$ cat config.mk
export PLATFORM = sky130hd
export DESIGN_NAME = rgc_csr
export DESIGN_NICKNAME = d
export VERILOG_FILES = /design/src/hw/rtl/rgc_pkg.sv /design/src/hw/rtl/rgc_csr.sv
export SDC_FILE = /design/constraint.sdc
export NUM_CORES = 1
export LEC_CHECK = 0
export ABC_AREA = 1
export BUFFER_PORTS_ARGS = -buffer_cell sky130_fd_sc_hd__buf_4
export CAP_MARGIN = 20
export CORE_ASPECT_RATIO = 0.9
export CORE_MARGIN = 2
export CORE_UTILIZATION = 44
export DETAILED_ROUTE_END_ITERATION = 7
export HOLD_SLACK_MARGIN = 0.06
export PLACE_DENSITY_LB_ADDON = 0.05
export SETUP_SLACK_MARGIN = 0.15
export SLEW_MARGIN = 30
export SYNTH_ARGS = -nofsm -noshare
export SYNTH_HDL_FRONTEND = slang
export SYNTH_SLANG_ARGS = --single-unit
$ cat constraint.sdc
create_clock -name clock -period 1.05 [get_ports clock]
set_clock_uncertainty 0.15 [all_clocks]
set_input_delay 0.21 -clock clock [delete_from_list [all_inputs] [get_ports clock]]
set_output_delay 0.21 -clock clock [all_outputs]
set_load 0.03 [all_outputs]
$ cat src/hw/rtl/rgc_pkg.sv
// Shared types, register indexes and log-domain constant tables for the RGB gamma block.
// Used by rgc_csr, rgc_lane and the rgb_gamma_correction top level; depends on nothing.
`default_nettype none
package rgc_pkg;

   // Widths of the stream fields and of the exponent registers.
   localparam int COMP_W   = 8;
   localparam int GAMMA_W  = 15;
   localparam int LOG_W    = 60;   // unsigned Q4.56 log2 values
   localparam int EXP_W    = 62;   // unsigned Q6.56 exponent product
   localparam int SEARCH_N = 8;    // one stage per result bit
   localparam int LANE_DEPTH = 3 + SEARCH_N;

   // Register indexes on the configuration port.
   localparam logic [1:0] REG_GAMMA_RED   = 2'd0;
   localparam logic [1:0] REG_GAMMA_GREEN = 2'd1;
   localparam logic [1:0] REG_GAMMA_BLUE  = 2'd2;

   localparam logic [GAMMA_W-1:0] GAMMA_RESET = 15'd4096;

   typedef logic [LOG_W-1:0] ltab_type [256];

   typedef struct packed {
      logic [COMP_W-1:0] red;
      logic [COMP_W-1:0] green;
      logic [COMP_W-1:0] blue;
   } pixel_type;

   // Truncated Q2.62 product, only evaluated while building the tables.
   function automatic logic [63:0] mul_q62(input logic [63:0] a, input logic [63:0] b);
      logic [127:0] p;
      p = 128'(a) * 128'(b);
      return p[125:62];
   endfunction

   // log2 of n in Q.56 by repeated squaring of the mantissa.
   function automatic logic [LOG_W-1:0] log2_q56(input logic [8:0] n);
      logic [63:0]      m;
      logic [LOG_W-1:0] acc;
      int               e;
      e = 0;
      for (int i = 1; i <= 8; i++) begin
         if ((n >> i) != 9'd0) e = i;
      end
      m   = 64'(n) << (62 - e);
      acc = LOG_W'(e) << 56;
      for (int i = 1; i <= 56; i++) begin
         m = mul_q62(m, m);
         if (m[63]) begin
            acc[56-i] = 1'b1;
            m = m >> 1;
         end
      end
      return acc;
   endfunction

   // log2(255) - log2(c) for every nonzero component.
   function automatic ltab_type build_log_diff();
      ltab_type         t;
      logic [LOG_W-1:0] top;
      top  = log2_q56(9'd255);
      t[0] = '0;
      for (int c = 1; c < 256; c++) t[c] = top - log2_q56(9'(c));
      return t;
   endfunction

   // Threshold for result k: log2(510) - log2(2k-1).
   function automatic ltab_type build_thresh();
      ltab_type         t;
      logic [LOG_W-1:0] top;
      top  = log2_q56(9'd510);
      t[0] = '0;
      for (int k = 1; k < 256; k++) t[k] = top - log2_q56(9'(2 * k - 1));
      return t;
   endfunction

   localparam ltab_type LOG_DIFF = build_log_diff();
   localparam ltab_type THRESH   = build_thresh();

endpackage
`default_nettype wire

$ cat src/hw/rtl/rgc_csr.sv
// Exponent register file of the RGB gamma block, written over the configuration port.
// Depends on rgc_pkg.
`default_nettype none
module rgc_csr (
   input  wire logic                         clock,
   input  wire logic                         reset,
   input  wire logic                         csr_valid,
   output logic                              csr_ready,
   input  wire logic [1:0]                   csr_index,
   input  wire logic [rgc_pkg::GAMMA_W-1:0]  csr_data,
   output logic [rgc_pkg::GAMMA_W-1:0]       gamma_red,
   output logic [rgc_pkg::GAMMA_W-1:0]       gamma_green,
   output logic [rgc_pkg::GAMMA_W-1:0]       gamma_blue
);

   logic [rgc_pkg::GAMMA_W-1:0] red_ff, green_ff, blue_ff;
   logic                        wr;

   assign csr_ready = 1'b1;
   assign wr        = csr_valid & csr_ready;

   // Each register takes the data when its index is written; other indexes are dropped.
   always_ff @(posedge clock) begin
      if (reset) begin
         red_ff   <= rgc_pkg::GAMMA_RESET;
         green_ff <= rgc_pkg::GAMMA_RESET;
         blue_ff  <= rgc_pkg::GAMMA_RESET;
      end else if (wr) begin
         if (csr_index == rgc_pkg::REG_GAMMA_RED)   red_ff   <= csr_data;
         if (csr_index == rgc_pkg::REG_GAMMA_GREEN) green_ff <= csr_data;
         if (csr_index == rgc_pkg::REG_GAMMA_BLUE)  blue_ff  <= csr_data;
      end
   end

   assign gamma_red   = red_ff;
   assign gamma_green = green_ff;
   assign gamma_blue  = blue_ff;

endmodule
`default_nettype wire

==> metrics.cfg, run 1 <==
[place]
gp_congestion=0.7622
placed_cells=390
port_buffers=64
place_area_um2=2476
dp_hpwl_mm=3.024

[yosys]
synth_area_per_cell_um2=6.640
ys_seq_area_share_pct=46.78
synth_top_area_share_pct=46.78
synthArstFlopShare_pct=0
synth_top_area_cell=dfxtp_1
ys.flop_type=dfxtp_1
syn_nets=310
postSynthCellCount=290
synth-seq-cells=45
synth_area_um2=1926
yosys.cell_types.count=15
synth_most_common_cell=nand2_1
synthTopCellsByArea=dfxtp_1 47%, nand2_1 14%, nor2_1 14%, inv_1 8.6%, nand3_1 4.7%
synth_commonest_cells=74 x nand2_1, 71 x nor2_1, 45 x dfxtp_1
synth_edf_count=0
ys_warn_count=0

[global_route]
grt_usage_pct=19.65
grt_antenna_before_repair=0
grt_pass1_wl_mm=7.438
overflow=0
first_global_vias=1647
grt_max_degree=31

[routing]
wire_per_inst_um=11.56
drc_errors=0
first_iter_violations=61
routedLengthMet1_mm=2.156
vias_per_cell=4.596
drt_pass1_iterations=4
ant_nets=0
wl_met2_mm=2.195
num_vias=1852
dr_wl_met3_um=280
routed_wirelength_mm=4.660
route.top_layer_used=met4

[layout]
fin_nets=374
seq_area_um2=957.2
nFillCells=355
multi_input_area_um2=750.7
n_antenna_cell=0
final_cells=403
final_cell_area_um2=2878
layout-drive-gt1-share_pct=38.31
fin_util_pct=69.70
syn_to_final_growth_pct=49.45

[floorplanning]
io_pins=66
initial_utilization_pct=46.64
die_area_um2=4922
fp.dieH_um=66.76
die_x_um=73.73
core_area_um2=4129
num_rows=22

[critical_path]
crit_arrival_ns=0.78
cp-end-kind=primary output
crit_chain=buf_6
cp_max_fo=2
cp_top_family=flip-flops
critPathKind=flop to primary output
max_stage_delay_ns=0.36
crit_buf_inv=1
critical_path.startpoint_type=flop
cp_slowest_cell=dfxtp_2
cp.required_ns=0.69

[power_and_ir_drop]
power_frac_clock_pct=33.5
p_sw_w=0.001095
intPower_w=0.002947
leakagePower_nw=1.522
power.share.sequential_pct=46.4
powerDensity_nw_per_um2=1405
power_frac_comb_pct=20.1
vdd_drop_max_mv=1.083
switching_share_pct=27.10
total_power_w=0.004043

[sta]
finalCritPeriodShare_pct=108.7
slew_viol_final=0
hold_viol=0
tns_ns=-3.123
fmax_mhz=875.8
rsz0062_at_grt=yes
post-route-min-period_ns=1.142
setup_viol=45
final.setup.worst_slack_ns=-0.09179

[clock_tree]
path_clk_slew_ns=0.09
h-tree-depth=2
root_buffer=clkbuf_8
cts_tree=done
cts.sinks=45
insertion_delay_ns=0.29
cts_buffers=5
cts_buffer_depth=2

[outcome]
status=complete, but fails checks
violations=negative setup slack

[flow_run]
max-cap-violations=0

[worst_hold_path]
hold_class=input pin to flop

registers in the layout, indices dropped and copies added (netlist names):
signal / count
gamma_red: 15
gamma_green: 15
gamma_blue: 15
logic make-up (layout without fill, tap and decap cells):
kind of cell / count (synthesis) / count (layout) / share of synthesized area (%)
compound gates: 14 / 14 / 3.639
buf+inv: 63 / 128 / 14.75
flops: 45 / 45 / 46.78
other cells: 1 / 1 / 0.1947
simple gates: 167 / 167 / 34.63
stage by stage:
| step | hold slack [ns] | setup WS [ns] |
|---|---|---|
| after floorplan | 0.1948 | 0.04222 |
| after global placement | 0.2933 | -0.07720 |
| after detailed placement | 0.2969 | -0.08324 |
| after CTS | 0.004126 | -0.09298 |
| after global routing | -0.0002360 | -0.1258 |
| final | 0.006573 | -0.09179 |
layer usage:
| metal | track usage [%] | up-vias |
|---|---|---|
| met5 | 0 | - |
| met1 | 24.95 | 827 |
| met4 | 4.773 | 0 |
| li1 | - | 978 |
| met2 | 32.48 | 45 |
| met3 | 5.900 | 2 |
layout make-up:
cell class / instances / share of cell area, %
sequential: 45 / 33.26
clock buffer: 7 / 3.000
clock inverter: 1 / 1.043
inverter: 45 / 5.870
tap: 48 / 2.087
timing repair buffer: 75 / 28.65
multi-input combinational: 182 / 26.09
timing repair:
action,CTS,global route
gates resized for setup,88,6
endpoints found under the hold margin,30,26
pin swaps,0,1
gates cloned,0,1
buffers inserted,1,3
endpoints found under the setup margin,45,48
layout by cell type, fill, tap and decap left out:
master / netlist / routed
buf_12: 0 / 6
clkbuf_16: 0 / 1
bufinv_16: 0 / 1
nand2_1: 74 / 74
dfxtp_2: 0 / 45
nor2_4: 0 / 1
nor2_2: 0 / 1
nand3_2: 2 / 2
buf_6: 4 / 45
inv_1: 44 / 40
buf_4: 2 / 23
conb_1: 1 / 1
inv_2: 1 / 5
nand3_1: 18 / 18
nand4_1: 2 / 2
clkbuf_8: 0 / 6
nor2_1: 71 / 69
a21oi_1: 14 / 14
clkbuf_1: 3 / 1
worst paths after layout:
path              slack (ns)             to     startpoint  depth (start not counted)
setup / recovery       -0.09  gamma_blue[5]  gamma_blue[5]                          1
hold / removal         0.007  gamma_blue[8]    csr_data[8]                          3
setup reg to reg        0.17  gamma_blue[7]  gamma_blue[7]                          5
hold reg to reg         0.31  gamma_red[12]  gamma_red[12]                          2
power groups by stage:
stage	Sequential, W	Clock [W]	Combinational (W)
CTS	0.00188	0.00137	0.000791
floorplan	0.00206	0	0.000275
finish	0.00188	0.00135	0.000812
global route	0.00189	0.00145	0.000885
detailed placement	0.00188	0	0.000731
global placement	0.00188	0	0.000725
No activity file was read; power rests on OpenSTA's default activity.
==> run 2: changes to the inputs <==
- CELL_PAD_IN_SITES_DETAIL_PLACEMENT: default -> 2
- CELL_PAD_IN_SITES_GLOBAL_PLACEMENT: default -> 2
- CORE_UTILIZATION: 44 -> 23
- MAX_ROUTING_LAYER: default -> met4
==> run 2 against run 1 <==
  * The run still ends with negative setup slack left
  * Power fell by 5.3%
  * Utilization is 33 points lower
  * Final cell count rose by 13%
  * Clock power shrank 18%
  * Worst setup slack about the same
  * Global-route usage is 5.6 points lower
  * Clock-buffer cell count did not move
  * Register-to-register slack lost 0.02 ns
  * Via count is 3.7% higher
  * Sequential share of layout area down 0.76 points
  * First-iteration DRC count decreased by 9.8%
  * Fmax barely moved
==> metrics.cfg, run 2 (synthesis gave the netlist of run 1 again) <==
[flow_run]
max-cap-violations=0

[power_and_ir_drop]
leakagePower_nw=1.525
vdd_drop_max_mv=0.5700
powerDensity_nw_per_um2=1300

[critical_path]
cp_top_family=flip-flops
cp.required_ns=0.69
crit_arrival_ns=0.78
crit_buf_inv=1
cp_max_fo=2
cp_slowest_cell=dfxtp_2
rr_worst_depth=5
crit_chain=buf_6
max_stage_delay_ns=0.36
critPathKind=flop to primary output
cp-end-kind=primary output
crit_cells=1
critical_path.startpoint_type=flop

[clock_tree]
cts.sinks=45
insertion_delay_ns=0.29
root_buffer=clkbuf_8
cts_buffer_depth=2
cts_buffers=5
path_clk_slew_ns=0.08
h-tree-depth=2
cts_tree=done

[global_route]
overflow=0
grt_pass1_wl_mm=9.715
grt_max_degree=31
grt_usage_pct=14.01
grt_antenna_before_repair=0
first_global_vias=1920
gr-usage-met1_pct=17.84
gr-usage-met2_pct=22.15
grt.busiest_layer=met2
grt_util_met3_pct=2.941

[sta]
slew_viol_final=0
post-route-min-period_ns=1.142
rsz0062_at_grt=yes
setup_viol=45
finalCritPeriodShare_pct=108.7
fmax_mhz=875.8
tns_ns=-3.288
hold_viol=0
final.setup.worst_slack_ns=-0.09181

[floorplanning]
die_x_um=100.5
initial_utilization_pct=23.75
core_area_um2=8107
die_area_um2=9121
io_pins=66
num_rows=31
fp.dieH_um=90.81

[place]
preCtsSetupSlack_ns=-0.1332
gp_congestion=0.7390
port_buffers=64
placed_cells=444
dp_hpwl_mm=4.216

[layout]
final_cells=456
fin_util_pct=36.33
syn_to_final_growth_pct=52.96
layout_common_cells=72 x nand2_1, 70 x nor2_1, 45 x dfxtp_2, 45 x buf_6, 39 x inv_1
fin_nets=377
layout-drive-gt1-share_pct=39.50
n_antenna_cell=0
layout_commonest_cell=nand2_1

[worst_hold_path]
hold_class=input pin to flop
min_path_cells=3

[routing]
ant_nets=0
routed_wirelength_mm=6.111
wire_per_inst_um=13.40
drt_pass1_iterations=4
num_vias=1920
vias_per_cell=4.211
drc_errors=0
first_iter_violations=55

[outcome]
violations=negative setup slack
status=complete, but fails checks

run 2: final cells by class:
| class | count | area, um^2 |
|---|---|---|
| multi-input cells | 182 | 767.0 |
| well taps | 99 | 123.9 |
| flip-flops and latches | 45 | 957.2 |
| inverters | 45 | 168.9 |
| fillers | 964 | 5161 |
| clock buffers | 7 | 86.33 |
| repair buffers | 78 | 842.1 |
run 2: metal layers:
layer / part of all wire [%] / vias up
met4: 1.4 / 0
met1: 48 / 890
li1: - / 982
met2: 47 / 39
met3: 3.3 / 9
met5: 0 / -
run 2: metrics by stage:
stage	hold WS (ns)	total power, W	cell area, um^2
after floorplan	0.1948	0.002330	1948
after global placement	0.3132	0.002637	2550
after detailed placement	0.3191	0.002650	2550
after CTS	0.007258	0.003894	2874
after global routing	0.01526	0.004075	2945
final	0.01699	0.003830	2945
run 2: timing repair:
item | in CTS | in global routing
buffers inserted | 2 | 2
cloned | 0 | 1
pin swaps | 0 | 2
resized for setup | 88 | 12
endpoints found under the hold margin | 29 | 23
setup endpoints to repair | 45 | 55
run 2: worst paths after layout:
check | startpoint | to | slack [ns]
worst max-delay path | gamma_red[8] | gamma_red[8] | -0.09
worst min-delay path | csr_data[9] | gamma_blue[9] | 0.02
worst max register to register | gamma_blue[14] | gamma_blue[14] | 0.15
worst min register to register | gamma_blue[12] | gamma_blue[12] | 0.33
run 2: power breakdown:
part / internal (W) / switching [W]
clock: 0.000524 / 0.000584
sequential: 0.00181 / 0.0000643
combinational: 0.000362 / 0.000483
==> run 3: changes to the inputs <==
--- a/config.mk
+++ b/config.mk
@@ -13,5 +13,6 @@
 export CORE_ASPECT_RATIO = 0.9
 export CORE_MARGIN = 2
-export CORE_UTILIZATION = 23
+export CORE_UTILIZATION = 25
+export CTS_BUF_LIST = sky130_fd_sc_hd__clkbuf_16
 export DETAILED_ROUTE_END_ITERATION = 7
 export HOLD_SLACK_MARGIN = 0.06
==> constraint.sdc (replaced) <==
create_clock -name clock -period 1.2 [get_ports clock]
set_clock_uncertainty 0.15 [all_clocks]
set_input_delay 0.24 -clock clock [delete_from_list [all_inputs] [get_ports clock]]
set_output_delay 0.24 -clock clock [all_outputs]
set_load 0.02 [all_outputs]
==> run 3 against run 2 <==
  * Register-to-register slack improved by 0.14 ns
  * Non-clock buffer count increased by 6
  * Clock power increased by 16%
  * Via count increased by 2.0%
  * Global-route usage increased by 1.7 points
  * Worst hold slack improved by 0.024 ns
  * Die area decreased by 7.7%
  * Flip-flop and latch count unchanged
  * Power decreased by 6.0%
  * Combinational power decreased by 21%
  * The flow now finishes without violations
==> metrics.cfg, run 3 (synthesis gave the netlist of run 1 again) <==
[critical_path]
crit_chain=buf_6
max_stage_delay_ns=0.35
crit_arrival_ns=0.75
cp-end-kind=primary output
r2r_slack_ns=0.29
cp.required_ns=0.81
cp_top_family=flip-flops
critical_path.startpoint_type=flop
critPathKind=flop to primary output
cp_max_fo=2
crit_buf_inv=1
cp_slowest_cell=dfxtp_2

[sta]
finalCritPeriodShare_pct=95.22
slew_viol_final=0
hold_viol=0
rsz0062_at_grt=yes
setup_viol=0
final.setup.worst_slack_ns=0.05742
fmax_mhz=875.2
post-route-min-period_ns=1.143

[clock_tree]
root_buffer=clkbuf_16
h-tree-depth=2
cts.sinks=45
cts_tree=done
path_clk_slew_ns=0.06
cts_buffers=5
insertion_delay_ns=0.28
cts_buffer_depth=2

[floorplanning]
core_area_um2=7507
io_pins=66
initial_utilization_pct=25.65
num_rows=30
die_x_um=96.51
die_area_um2=8421
fp.dieH_um=87.26

[routing]
num_vias=1959
drc_errors=0
drt_pass1_iterations=3
ant_nets=0
vias_per_cell=4.268
wire_per_inst_um=13.31
first_iter_violations=59
routed_wirelength_mm=6.109

[layout]
n_antenna_cell=0
fin_nets=383
syn_to_final_growth_pct=54.71
final_cells=459
layout_common_cells=74 x nand2_1, 68 x nor2_1, 45 x inv_1, 45 x dfxtp_2, 45 x buf_6
multi_input_area_um2=748.2
layout-drive-gt1-share_pct=37.74
seq_area_um2=957.2
nFillCells=884
layout_commonest_cell=nand2_1

[power_and_ir_drop]
leakagePower_nw=1.577
total_power_w=0.003598
vdd_drop_max_mv=0.5033
powerDensity_nw_per_um2=1208

[place]
gp_congestion=0.7061
port_buffers=64
dp_hpwl_mm=4.156
placed_cells=441
preCtsSetupSlack_ns=-0.02423

[global_route]
grt_pass1_wl_mm=9.749
grt_antenna_before_repair=0
grt_max_degree=31
first_global_vias=2003
overflow=0
grt_usage_pct=15.73

[outcome]
status=complete, no violations

[flow_run]
max-cap-violations=0

[worst_hold_path]
hold_class=input pin to flop

==> run 3: timing repair <==
item,4_1_cts,5_1_grt
hold buffers,4,0
pin swaps,0,5
setup endpoints to repair,45,49
gates resized for setup,90,5
hold endpoints to repair,6,0
setup buffers,6,2
==> run 3: layout make-up <==
class / instances / area share (%)
flip-flops and latches: 45 / 32.13
repair buffers: 84 / 28.60
multi-input cells: 182 / 25.12
inverters: 45 / 5.670
clock buffers: 5 / 4.200
well taps: 96 / 4.032
clock inverters: 2 / 0.2520
==> run 3: final timing paths <==
path	from	endpoint	cells past startpoint
worst max-delay path	gamma_green[6]	gamma_green[6]	1
worst min-delay path	csr_data[6]	gamma_blue[6]	3
worst max register to register	gamma_green[5]	gamma_green[5]	5
worst min register to register	gamma_green[12]	gamma_green[12]	2
==> run 3: tightest hold or removal path: stages <==
cell and delay [ns]:
buf_4 0.09, nor2_1 0.03, nor2_1 0.07
==> run 3: report_power, final <==
part / switching, W / internal (W)
combinational: 0.000354 / 0.000312
sequential: 0.0000555 / 0.00159
clock: 0.000542 / 0.000745
total: 0.000951 / 0.00265
==> run 3: per-layer routing <==
layer	routed length, um	vias to the layer above	GRT usage, %
met5	0	-	-
li1	-	994	-
met1	2904	922	19.77
met3	202	6	3.203
met4	72	0	4.225
met2	2930	37	25.76
==> run 3: metrics by stage <==
step / utilization, % / hold slack (ns) / setup TNS [ns] / instance area (um^2)
after CTS: 39.45 / 0.05726 / 0 / 2962
after floorplan: - / 0.2249 / 0 / 1929
after detailed placement: 33.55 / 0.3063 / -0.07056 / 2519
after global routing: 39.68 / 0.07602 / 0 / 2979
after global placement: 33.55 / 0.2978 / 0 / 2519
final: 39.68 / 0.04095 / 0 / 2979
